[src/rtl/cmfuv_pkg.sv]
// cmfuv_pkg: shared types and constants of the cube map face / uv pipeline
// used by every module under cube_map_face_uv; no dependencies
package cmfuv_pkg;

  localparam int CoordBits = 16;               // texture coordinate width, unsigned Q0.16
  localparam int DirBits   = 16;               // direction component width
  localparam int MagBits   = DirBits;          // magnitude, holds 2^(DirBits-1)
  localparam int HalfBits  = 14;               // half-tile register width
  localparam int QuoBits   = HalfBits;         // offset never exceeds the half-tile size
  localparam int ProdBits  = MagBits + HalfBits; // numerator 2*m*half + major
  localparam int SumBits   = CoordBits + 2;    // signed centre +/- offset
  localparam int CfgIdxBits = 1;

  // register indexes
  localparam logic [CfgIdxBits-1:0] RegHalfW = 1'b0;
  localparam logic [CfgIdxBits-1:0] RegHalfH = 1'b1;

  localparam logic [HalfBits-1:0] HalfWReset = HalfBits'(8191);
  localparam logic [HalfBits-1:0] HalfHReset = HalfBits'(10922);

  // face centres k/d, rounded to nearest with halves up
  localparam int CtrU1 = ((1 << (CoordBits + 1)) + 8) / 16;
  localparam int CtrU3 = ((3 << (CoordBits + 1)) + 8) / 16;
  localparam int CtrU5 = ((5 << (CoordBits + 1)) + 8) / 16;
  localparam int CtrU7 = ((7 << (CoordBits + 1)) + 8) / 16;
  localparam int CtrV1 = ((1 << (CoordBits + 1)) + 6) / 12;
  localparam int CtrV3 = ((3 << (CoordBits + 1)) + 6) / 12;
  localparam int CtrV5 = ((5 << (CoordBits + 1)) + 6) / 12;

  typedef enum logic [2:0] {
    FaceFront  = 3'd0,
    FaceBack   = 3'd1,
    FaceRight  = 3'd2,
    FaceLeft   = 3'd3,
    FaceTop    = 3'd4,
    FaceBottom = 3'd5
  } face_e;

  typedef struct packed {
    face_e face;
    logic  degen;
    logic  neg_u;
    logic  neg_v;
  } side_t;

  // after face selection
  typedef struct packed {
    side_t               side;
    logic [MagBits-1:0]  major;
    logic [MagBits-1:0]  mag_u;
    logic [MagBits-1:0]  mag_v;
  } sel_t;

  // one divider stage
  typedef struct packed {
    side_t               side;
    logic [MagBits-1:0]  major;
    logic [ProdBits-1:0] rem_u;
    logic [ProdBits-1:0] rem_v;
    logic [QuoBits-1:0]  quo_u;
    logic [QuoBits-1:0]  quo_v;
  } div_t;

  // divider result
  typedef struct packed {
    side_t              side;
    logic [QuoBits-1:0] quo_u;
    logic [QuoBits-1:0] quo_v;
  } quo_t;

endpackage

[src/rtl/cube_map_face_uv.sv]
// cube_map_face_uv: maps a direction vector to a cube face and uv coordinates
// of a 4x3 cross texture layout; depends on cmfuv_pkg and the cmfuv_* stages
//
// usage:
//   input stream s_axis_*: one direction item per transfer, x, y, z as
//   16-bit two's complement. output stream m_axis_*: face, tex_u, tex_v in
//   tdata and the zero-vector flag in tuser.
//   cfg_we_i/cfg_idx_i/cfg_data_i write the half-tile width (index 0) and
//   height (index 1); write them only while no item is in flight.
// pipeline: registered stages select, multiply, 14 divider stages of one
//   quotient bit each, map and saturate.
// throughput: one item per cycle while the output is taken; the divider is fully pipelined.
// reset: all stage valid bits clear, the half-tile registers take their reset values.
// stall: when the output item is not taken, the whole pipeline holds and
//   s_axis_tready drops; nothing is lost or repeated.
module cube_map_face_uv
  import cmfuv_pkg::*;
(
  input  logic                  clk_i,
  input  logic                  rst_ni,

  input  logic                  cfg_we_i,
  input  logic [CfgIdxBits-1:0] cfg_idx_i,
  input  logic [HalfBits-1:0]   cfg_data_i,

  input  logic                  s_axis_tvalid,
  output logic                  s_axis_tready,
  input  logic [47:0]           s_axis_tdata,  // dir_x[15:0], dir_y[31:16], dir_z[47:32]

  output logic                  m_axis_tvalid,
  input  logic                  m_axis_tready,
  output logic [39:0]           m_axis_tdata,  // face[2:0], tex_u[18:3], tex_v[34:19], zero pad
  output logic [0:0]            m_axis_tuser   // degenerate[0]
);

  logic [HalfBits-1:0]  half_w_q, half_h_q;
  logic                 en;
  logic                 sel_vld, mul_vld, div_vld;
  sel_t                 sel;
  div_t                 div;
  quo_t                 quo;
  face_e                face;
  logic [CoordBits-1:0] tex_u, tex_v;
  logic                 degen;

  always_ff @(posedge clk_i or negedge rst_ni) begin
    if (!rst_ni) begin
      half_w_q <= HalfWReset;
      half_h_q <= HalfHReset;
    end else if (cfg_we_i) begin
      case (cfg_idx_i)
        RegHalfW: half_w_q <= cfg_data_i;
        RegHalfH: half_h_q <= cfg_data_i;
        default: ;
      endcase
    end
  end

  // pipeline advances unless the output item is held
  assign en            = !m_axis_tvalid || m_axis_tready;
  assign s_axis_tready = en;

  cmfuv_sel u_sel (
    .clk_i   (clk_i),
    .rst_ni  (rst_ni),
    .en_i    (en),
    .valid_i (s_axis_tvalid),
    .dir_x_i (s_axis_tdata[15:0]),
    .dir_y_i (s_axis_tdata[31:16]),
    .dir_z_i (s_axis_tdata[47:32]),
    .valid_o (sel_vld),
    .sel_o   (sel)
  );

  cmfuv_mul u_mul (
    .clk_i    (clk_i),
    .rst_ni   (rst_ni),
    .en_i     (en),
    .half_w_i (half_w_q),
    .half_h_i (half_h_q),
    .valid_i  (sel_vld),
    .sel_i    (sel),
    .valid_o  (mul_vld),
    .div_o    (div)
  );

  cmfuv_div u_div (
    .clk_i   (clk_i),
    .rst_ni  (rst_ni),
    .en_i    (en),
    .valid_i (mul_vld),
    .div_i   (div),
    .valid_o (div_vld),
    .quo_o   (quo)
  );

  cmfuv_map u_map (
    .clk_i   (clk_i),
    .rst_ni  (rst_ni),
    .en_i    (en),
    .valid_i (div_vld),
    .quo_i   (quo),
    .valid_o (m_axis_tvalid),
    .face_o  (face),
    .tex_u_o (tex_u),
    .tex_v_o (tex_v),
    .degen_o (degen)
  );

  assign m_axis_tdata = {5'b0, tex_v, tex_u, face};
  assign m_axis_tuser = degen;

endmodule

[src/rtl/cmfuv_sel.sv]
// cmfuv_sel: first stage, picks the major axis, face and minor magnitudes
// depends on cmfuv_pkg
module cmfuv_sel
  import cmfuv_pkg::*;
(
  input  logic               clk_i,
  input  logic               rst_ni,
  input  logic               en_i,
  input  logic               valid_i,
  input  logic [DirBits-1:0] dir_x_i,
  input  logic [DirBits-1:0] dir_y_i,
  input  logic [DirBits-1:0] dir_z_i,
  output logic               valid_o,
  output sel_t               sel_o
);

  logic [MagBits-1:0] ax, ay, az;
  logic               x_pos, y_pos, z_pos;
  sel_t               sel_d, sel_q;
  logic               valid_q;

  always_comb begin
    ax = dir_x_i[DirBits-1] ? MagBits'(~dir_x_i + 1'b1) : MagBits'(dir_x_i);
    ay = dir_y_i[DirBits-1] ? MagBits'(~dir_y_i + 1'b1) : MagBits'(dir_y_i);
    az = dir_z_i[DirBits-1] ? MagBits'(~dir_z_i + 1'b1) : MagBits'(dir_z_i);
    x_pos = !dir_x_i[DirBits-1] && (dir_x_i != '0);
    y_pos = !dir_y_i[DirBits-1] && (dir_y_i != '0);
    z_pos = !dir_z_i[DirBits-1] && (dir_z_i != '0);

    sel_d.side.degen = (ax == '0) && (ay == '0) && (az == '0);
    // ties go to z, then x
    if (az >= ax && az >= ay) begin
      sel_d.side.face  = z_pos ? FaceFront : FaceBack;
      sel_d.major      = az;
      sel_d.mag_u      = ax;
      sel_d.side.neg_u = dir_x_i[DirBits-1];
      sel_d.mag_v      = ay;
      sel_d.side.neg_v = dir_y_i[DirBits-1];
    end else if (ax >= ay) begin
      sel_d.side.face  = x_pos ? FaceRight : FaceLeft;
      sel_d.major      = ax;
      sel_d.mag_u      = az;
      sel_d.side.neg_u = dir_z_i[DirBits-1];
      sel_d.mag_v      = ay;
      sel_d.side.neg_v = dir_y_i[DirBits-1];
    end else begin
      sel_d.side.face  = y_pos ? FaceTop : FaceBottom;
      sel_d.major      = ay;
      sel_d.mag_u      = ax;
      sel_d.side.neg_u = dir_x_i[DirBits-1];
      sel_d.mag_v      = az;
      sel_d.side.neg_v = dir_z_i[DirBits-1];
    end
  end

  always_ff @(posedge clk_i or negedge rst_ni) begin
    if (!rst_ni) begin
      valid_q <= 1'b0;
    end else if (en_i) begin
      valid_q <= valid_i;
    end
  end

  always_ff @(posedge clk_i) begin
    if (en_i) begin
      sel_q <= sel_d;
    end
  end

  assign valid_o = valid_q;
  assign sel_o   = sel_q;

endmodule

[src/rtl/cmfuv_mul.sv]
// cmfuv_mul: scales both minor magnitudes by the half-tile sizes and forms
// the rounded division numerators; depends on cmfuv_pkg
module cmfuv_mul
  import cmfuv_pkg::*;
(
  input  logic                clk_i,
  input  logic                rst_ni,
  input  logic                en_i,
  input  logic [HalfBits-1:0] half_w_i,
  input  logic [HalfBits-1:0] half_h_i,
  input  logic                valid_i,
  input  sel_t                sel_i,
  output logic                valid_o,
  output div_t                div_o
);

  logic [ProdBits-1:0] prod_u, prod_v;
  div_t                div_d, div_q;
  logic                valid_q;

  always_comb begin
    prod_u = ProdBits'(sel_i.mag_u) * ProdBits'(half_w_i);
    prod_v = ProdBits'(sel_i.mag_v) * ProdBits'(half_h_i);
    div_d.side  = sel_i.side;
    div_d.major = sel_i.major;
    // 2*p + major, divided later by 2*major gives round half away
    div_d.rem_u = {prod_u[ProdBits-2:0], 1'b0} + ProdBits'(sel_i.major);
    div_d.rem_v = {prod_v[ProdBits-2:0], 1'b0} + ProdBits'(sel_i.major);
    div_d.quo_u = '0;
    div_d.quo_v = '0;
  end

  always_ff @(posedge clk_i or negedge rst_ni) begin
    if (!rst_ni) begin
      valid_q <= 1'b0;
    end else if (en_i) begin
      valid_q <= valid_i;
    end
  end

  always_ff @(posedge clk_i) begin
    if (en_i) begin
      div_q <= div_d;
    end
  end

  assign valid_o = valid_q;
  assign div_o   = div_q;

endmodule

[src/rtl/cmfuv_div.sv]
// cmfuv_div: pipelined restoring divider, one quotient bit per stage for
// both lanes at once; depends on cmfuv_pkg
module cmfuv_div
  import cmfuv_pkg::*;
(
  input  logic clk_i,
  input  logic rst_ni,
  input  logic en_i,
  input  logic valid_i,
  input  div_t div_i,
  output logic valid_o,
  output quo_t quo_o
);

  localparam int WideBits = ProdBits + 1;

  div_t               stg_q [QuoBits];
  logic [QuoBits-1:0] vld_q;

  for (genvar k = 0; k < QuoBits; k++) begin : g_step
    localparam int Sh = QuoBits - 1 - k;

    logic [WideBits-1:0] trial, diff_u, diff_v;
    div_t                stg_in, stg_d;
    logic                vld_in;

    if (k == 0) begin : g_first
      assign stg_in = div_i;
      assign vld_in = valid_i;
    end else begin : g_next
      assign stg_in = stg_q[k-1];
      assign vld_in = vld_q[k-1];
    end

    always_comb begin
      trial  = WideBits'({stg_in.major, 1'b0}) << Sh;
      diff_u = {1'b0, stg_in.rem_u} - trial;
      diff_v = {1'b0, stg_in.rem_v} - trial;
      stg_d  = stg_in;
      if (!diff_u[WideBits-1]) begin
        stg_d.rem_u     = diff_u[ProdBits-1:0];
        stg_d.quo_u[Sh] = 1'b1;
      end
      if (!diff_v[WideBits-1]) begin
        stg_d.rem_v     = diff_v[ProdBits-1:0];
        stg_d.quo_v[Sh] = 1'b1;
      end
    end

    always_ff @(posedge clk_i or negedge rst_ni) begin
      if (!rst_ni) begin
        vld_q[k] <= 1'b0;
      end else if (en_i) begin
        vld_q[k] <= vld_in;
      end
    end

    always_ff @(posedge clk_i) begin
      if (en_i) begin
        stg_q[k] <= stg_d;
      end
    end
  end

  assign valid_o     = vld_q[QuoBits-1];
  assign quo_o.side  = stg_q[QuoBits-1].side;
  assign quo_o.quo_u = stg_q[QuoBits-1].quo_u;
  assign quo_o.quo_v = stg_q[QuoBits-1].quo_v;

endmodule

[src/rtl/cmfuv_map.sv]
// cmfuv_map: adds the signed offsets to the face centres of the cross layout,
// saturates and holds the output item; depends on cmfuv_pkg
module cmfuv_map
  import cmfuv_pkg::*;
(
  input  logic                 clk_i,
  input  logic                 rst_ni,
  input  logic                 en_i,
  input  logic                 valid_i,
  input  quo_t                 quo_i,
  output logic                 valid_o,
  output face_e                face_o,
  output logic [CoordBits-1:0] tex_u_o,
  output logic [CoordBits-1:0] tex_v_o,
  output logic                 degen_o
);

  localparam logic signed [SumBits-1:0] CoordMax = SumBits'((1 << CoordBits) - 1);

  logic signed [SumBits-1:0] cu, cv, off_u, off_v, sum_u, sum_v;
  logic                      sub_u, sub_v;
  logic [CoordBits-1:0]      tex_u_d, tex_v_d, tex_u_q, tex_v_q;
  face_e                     face_q;
  logic                      degen_q, valid_q;

  always_comb begin
    sub_u = 1'b0;
    sub_v = 1'b0;
    cu    = SumBits'(CtrU3);
    cv    = SumBits'(CtrV3);
    case (quo_i.side.face)
      FaceFront: ;
      FaceBack: begin
        cu    = SumBits'(CtrU7);
        sub_u = 1'b1;
      end
      FaceRight: begin
        cu    = SumBits'(CtrU5);
        sub_u = 1'b1;
      end
      FaceLeft: begin
        cu    = SumBits'(CtrU1);
      end
      FaceTop: begin
        cv    = SumBits'(CtrV5);
        sub_v = 1'b1;
      end
      FaceBottom: begin
        cv    = SumBits'(CtrV1);
      end
      default: ;
    endcase

    off_u = (sub_u ^ quo_i.side.neg_u) ? -SumBits'(quo_i.quo_u) : SumBits'(quo_i.quo_u);
    off_v = (sub_v ^ quo_i.side.neg_v) ? -SumBits'(quo_i.quo_v) : SumBits'(quo_i.quo_v);
    sum_u = cu + off_u;
    sum_v = cv + off_v;

    if (sum_u < 0) begin
      tex_u_d = '0;
    end else if (sum_u > CoordMax) begin
      tex_u_d = '1;
    end else begin
      tex_u_d = sum_u[CoordBits-1:0];
    end
    if (sum_v < 0) begin
      tex_v_d = '0;
    end else if (sum_v > CoordMax) begin
      tex_v_d = '1;
    end else begin
      tex_v_d = sum_v[CoordBits-1:0];
    end

    // zero vector lands on the back-face centre
    if (quo_i.side.degen) begin
      tex_u_d = CoordBits'(CtrU7);
      tex_v_d = CoordBits'(CtrV3);
    end
  end

  always_ff @(posedge clk_i or negedge rst_ni) begin
    if (!rst_ni) begin
      valid_q <= 1'b0;
    end else if (en_i) begin
      valid_q <= valid_i;
    end
  end

  always_ff @(posedge clk_i) begin
    if (en_i) begin
      face_q  <= quo_i.side.degen ? FaceBack : quo_i.side.face;
      degen_q <= quo_i.side.degen;
      tex_u_q <= tex_u_d;
      tex_v_q <= tex_v_d;
    end
  end

  assign valid_o = valid_q;
  assign face_o  = face_q;
  assign tex_u_o = tex_u_q;
  assign tex_v_o = tex_v_q;
  assign degen_o = degen_q;

endmodule

[config.mk]
export PLATFORM = sky130hd
export DESIGN_NAME = cube_map_face_uv
export DESIGN_NICKNAME = d
export VERILOG_FILES = /design/src/rtl/cmfuv_pkg.sv /design/src/rtl/cube_map_face_uv.sv /design/src/rtl/cmfuv_sel.sv /design/src/rtl/cmfuv_mul.sv /design/src/rtl/cmfuv_div.sv /design/src/rtl/cmfuv_map.sv
export SDC_FILE = /design/constraint.sdc
export NUM_CORES = 2
export LEC_CHECK = 0
export BUFFER_PORTS_ARGS = -buffer_cell sky130_fd_sc_hd__buf_2
export CORE_MARGIN = 2
export CORE_UTILIZATION = 65
export DETAILED_ROUTE_END_ITERATION = 8
export GPL_TIMING_DRIVEN = 0
export PLACE_DENSITY_LB_ADDON = 0.3
export REMOVE_ABC_BUFFERS = 1
export SLEW_MARGIN = 20
export SYNTH_ARGS = -nofsm -noshare
export SYNTH_HDL_FRONTEND = slang
export SYNTH_HIERARCHICAL = 1
export SYNTH_SLANG_ARGS = --single-unit
export TNS_END_PERCENT = 100
[constraint.sdc]
create_clock -name clk_i -period 82 [get_ports clk_i]
set_clock_uncertainty 0.1 [all_clocks]
set_input_delay 16.4 -clock clk_i [delete_from_list [all_inputs] [get_ports clk_i]]
set_output_delay 16.4 -clock clk_i [all_outputs]
set_load 0.005 [all_outputs]
==> metrics.md <==
| Metric | Value |
|---|---|
| DRT Wirelength | 230000 um |
| Endpoint class of the critical path | primary output |
| Layout area overhead | 9.02% |
| Max_slew headroom | between 15 and 20% |
| Die height | 399 um |
| IO Port Bufs | about 110 |
| TritonCTS Buffers | 170 |
| Placed instance count | 10.7k |
| Slew of the pin with the lowest slew margin | 1.23 ns |
| Initial antenna violation count | 7 |
| Row cnt | roughly 140 |
| H-tree depth | 4 |
| Die X-Extent | 399 um |
| Setup TNS | 0 ns |
| Critical path class | input port to primary output |
| Largest net degree at the start of global routing | 64 |
| Post-route clock period utilization | 41.0% |
| Worst Hold End | u_div/stg_q[0][149] |
| Final Hold Viols | 0 |
| DRC violations left | 0 |
| Post-CTS Hold Fix Bufs | 0 |
| Post-CTS Setup Bufs | 0 |
| Setup slack, reg-to-reg | 73.10 ns |
| Worst R2R Path Depth | 27 |
| CTS Buffer Depth | 3 |
| CP Launch Type | input port |
| ANT nets after route | 0 |
| Synthesized instance count | 8740 |
| I/O pins | ~110 |
| Total GRT Usage | slightly below 30% |
| DRT iter0 DRCs | 5615 |
| RR Endpoint | u_mul/div_o[53] |
| Final worst slack | around 48 ns |
| CTS tree | done |
| Drt via density | 6.08 |
| Worst hold start | u_div/stg_q[0][39] |
| Final count of pins violating max slew | 0 |
| First-pass DRT Iterations | 6 |
| Post-Place Setup Slack | approximately 48 ns |
| Clock slew at the register clock pins of the worst setup and hold paths | approximately 0.070 ns |
| Worst EP arrival | about 17 ns |
| Setup repair after global routing missed its margin | false |
| Effective utilization at floorplan | between 60 and 70% |
| Max FO, Critical Path | 29 |
| Vias in the first global route | between 60k and 70k |
| Share of layout cells above drive strength 1 | 8.84% |
| Post-cts sizing count | 0 |
| Crit path time final | approximately 34 ns |
| Congestion Overflow GR | 0 |
| Worst r2r src | u_sel/sel_o[7] |
| Status | finished, final reports clean |
| Fmax | between 0.02 and 0.03 GHz |
| # nets final | ~10k |
| Vias | roughly 67k |
| HP Class | flip-flop to flip-flop |
| Max-cap violation count | 0 |
| Critical Path RT | 65.50 ns |
| GP Congestion | 0.931 |
| Commonest non-fill, non-tap cell in the layout | edfxtp_1 |
| Setup violators final | 0 |
| Die area | about 0.16 mm2 |
| Detailed placer's ending HPWL | roughly 170000 um |
| Yosys warns | 6 |
| First-pass GRT wire length | roughly 360000 um |
| Routed len/inst | 20.8 um |
| Final cell count without fillers | 11.1k |
| Commonest non-fill, non-tap cells in the layout | 1608 x edfxtp_1, 827 x inv_1, 724 x ha_1 |
| Avg Inst Size Synth | around 12 um2 |
| Root Buffer | clkbuf_16 |
| Synth Cell Area | 0.101 mm2 |
| Hold Crit Depth | 0 |
| Clock Latency Late Sink | approximately 0.83 ns |
| Clk sink count | around 1.7k |
| Core area | between 0.15 and 0.2 mm2 |
## final cells by class
cell class	instances	area, um2
clock inverter	121	1580
tap	2044	2560
antenna	5	12.5
fill	10500	44000
sequential	1653	49400
clock buffer	194	4340
multi-input combinational	6062	47800
inverter	827	3100
timing repair buffer	151	1540
## worst max path at each step
stage	startpoint	end	slack, ns	cells past startpoint
floorplan	m_axis_tready	s_axis_tready	10.48	1
CTS	m_axis_tready	s_axis_tready	48.36	3
global route	m_axis_tready	s_axis_tready	48.32	3
global placement	m_axis_tready	s_axis_tready	-5.75	3
finish	m_axis_tready	s_axis_tready	48.38	3
detailed placement	m_axis_tready	s_axis_tready	48.36	3
## registers in the layout (all words and copies together) (netlist names)
signal,flops
half_h_q,14
half_w_q,14
u_div/g_step.vld_in,13
u_div/stg_q,1438
u_div/valid_o,1
u_map/degen_o,1
u_map/face_o,3
u_map/tex_u_o,16
u_map/tex_v_o,16
u_map/valid_o,1
u_mul/div_o,80
u_mul/valid_o,1
u_sel/sel_o,54
u_sel/valid_o,1
## critical path, cell delays in order
cell and delay, ns:
buf_2 0.07, nand2b_4 0.42, buf_2 0.20
## layer usage
metal  track usage [%]  share of wire, %
met1              36.9                40
met2              48.8                49
met3              3.84               5.2
met4              15.2               5.7
met5                 0             0.012
## stage by stage
step           hold WS, ns  utilization [%]  instance area, um2
2_1_floorplan        0.300                -              100000
3_3_place_gp         0.300             66.8              103000
3_5_place_dp         0.305             67.6              104000
4_1_cts              0.273             71.4              110000
5_1_grt              0.273             71.5              110000
6_report             0.274             71.5              110000
Power is left out: the tool's default activity adds up to more than one toggle a clock period on the data nets, which glitch-free logic cannot reach.
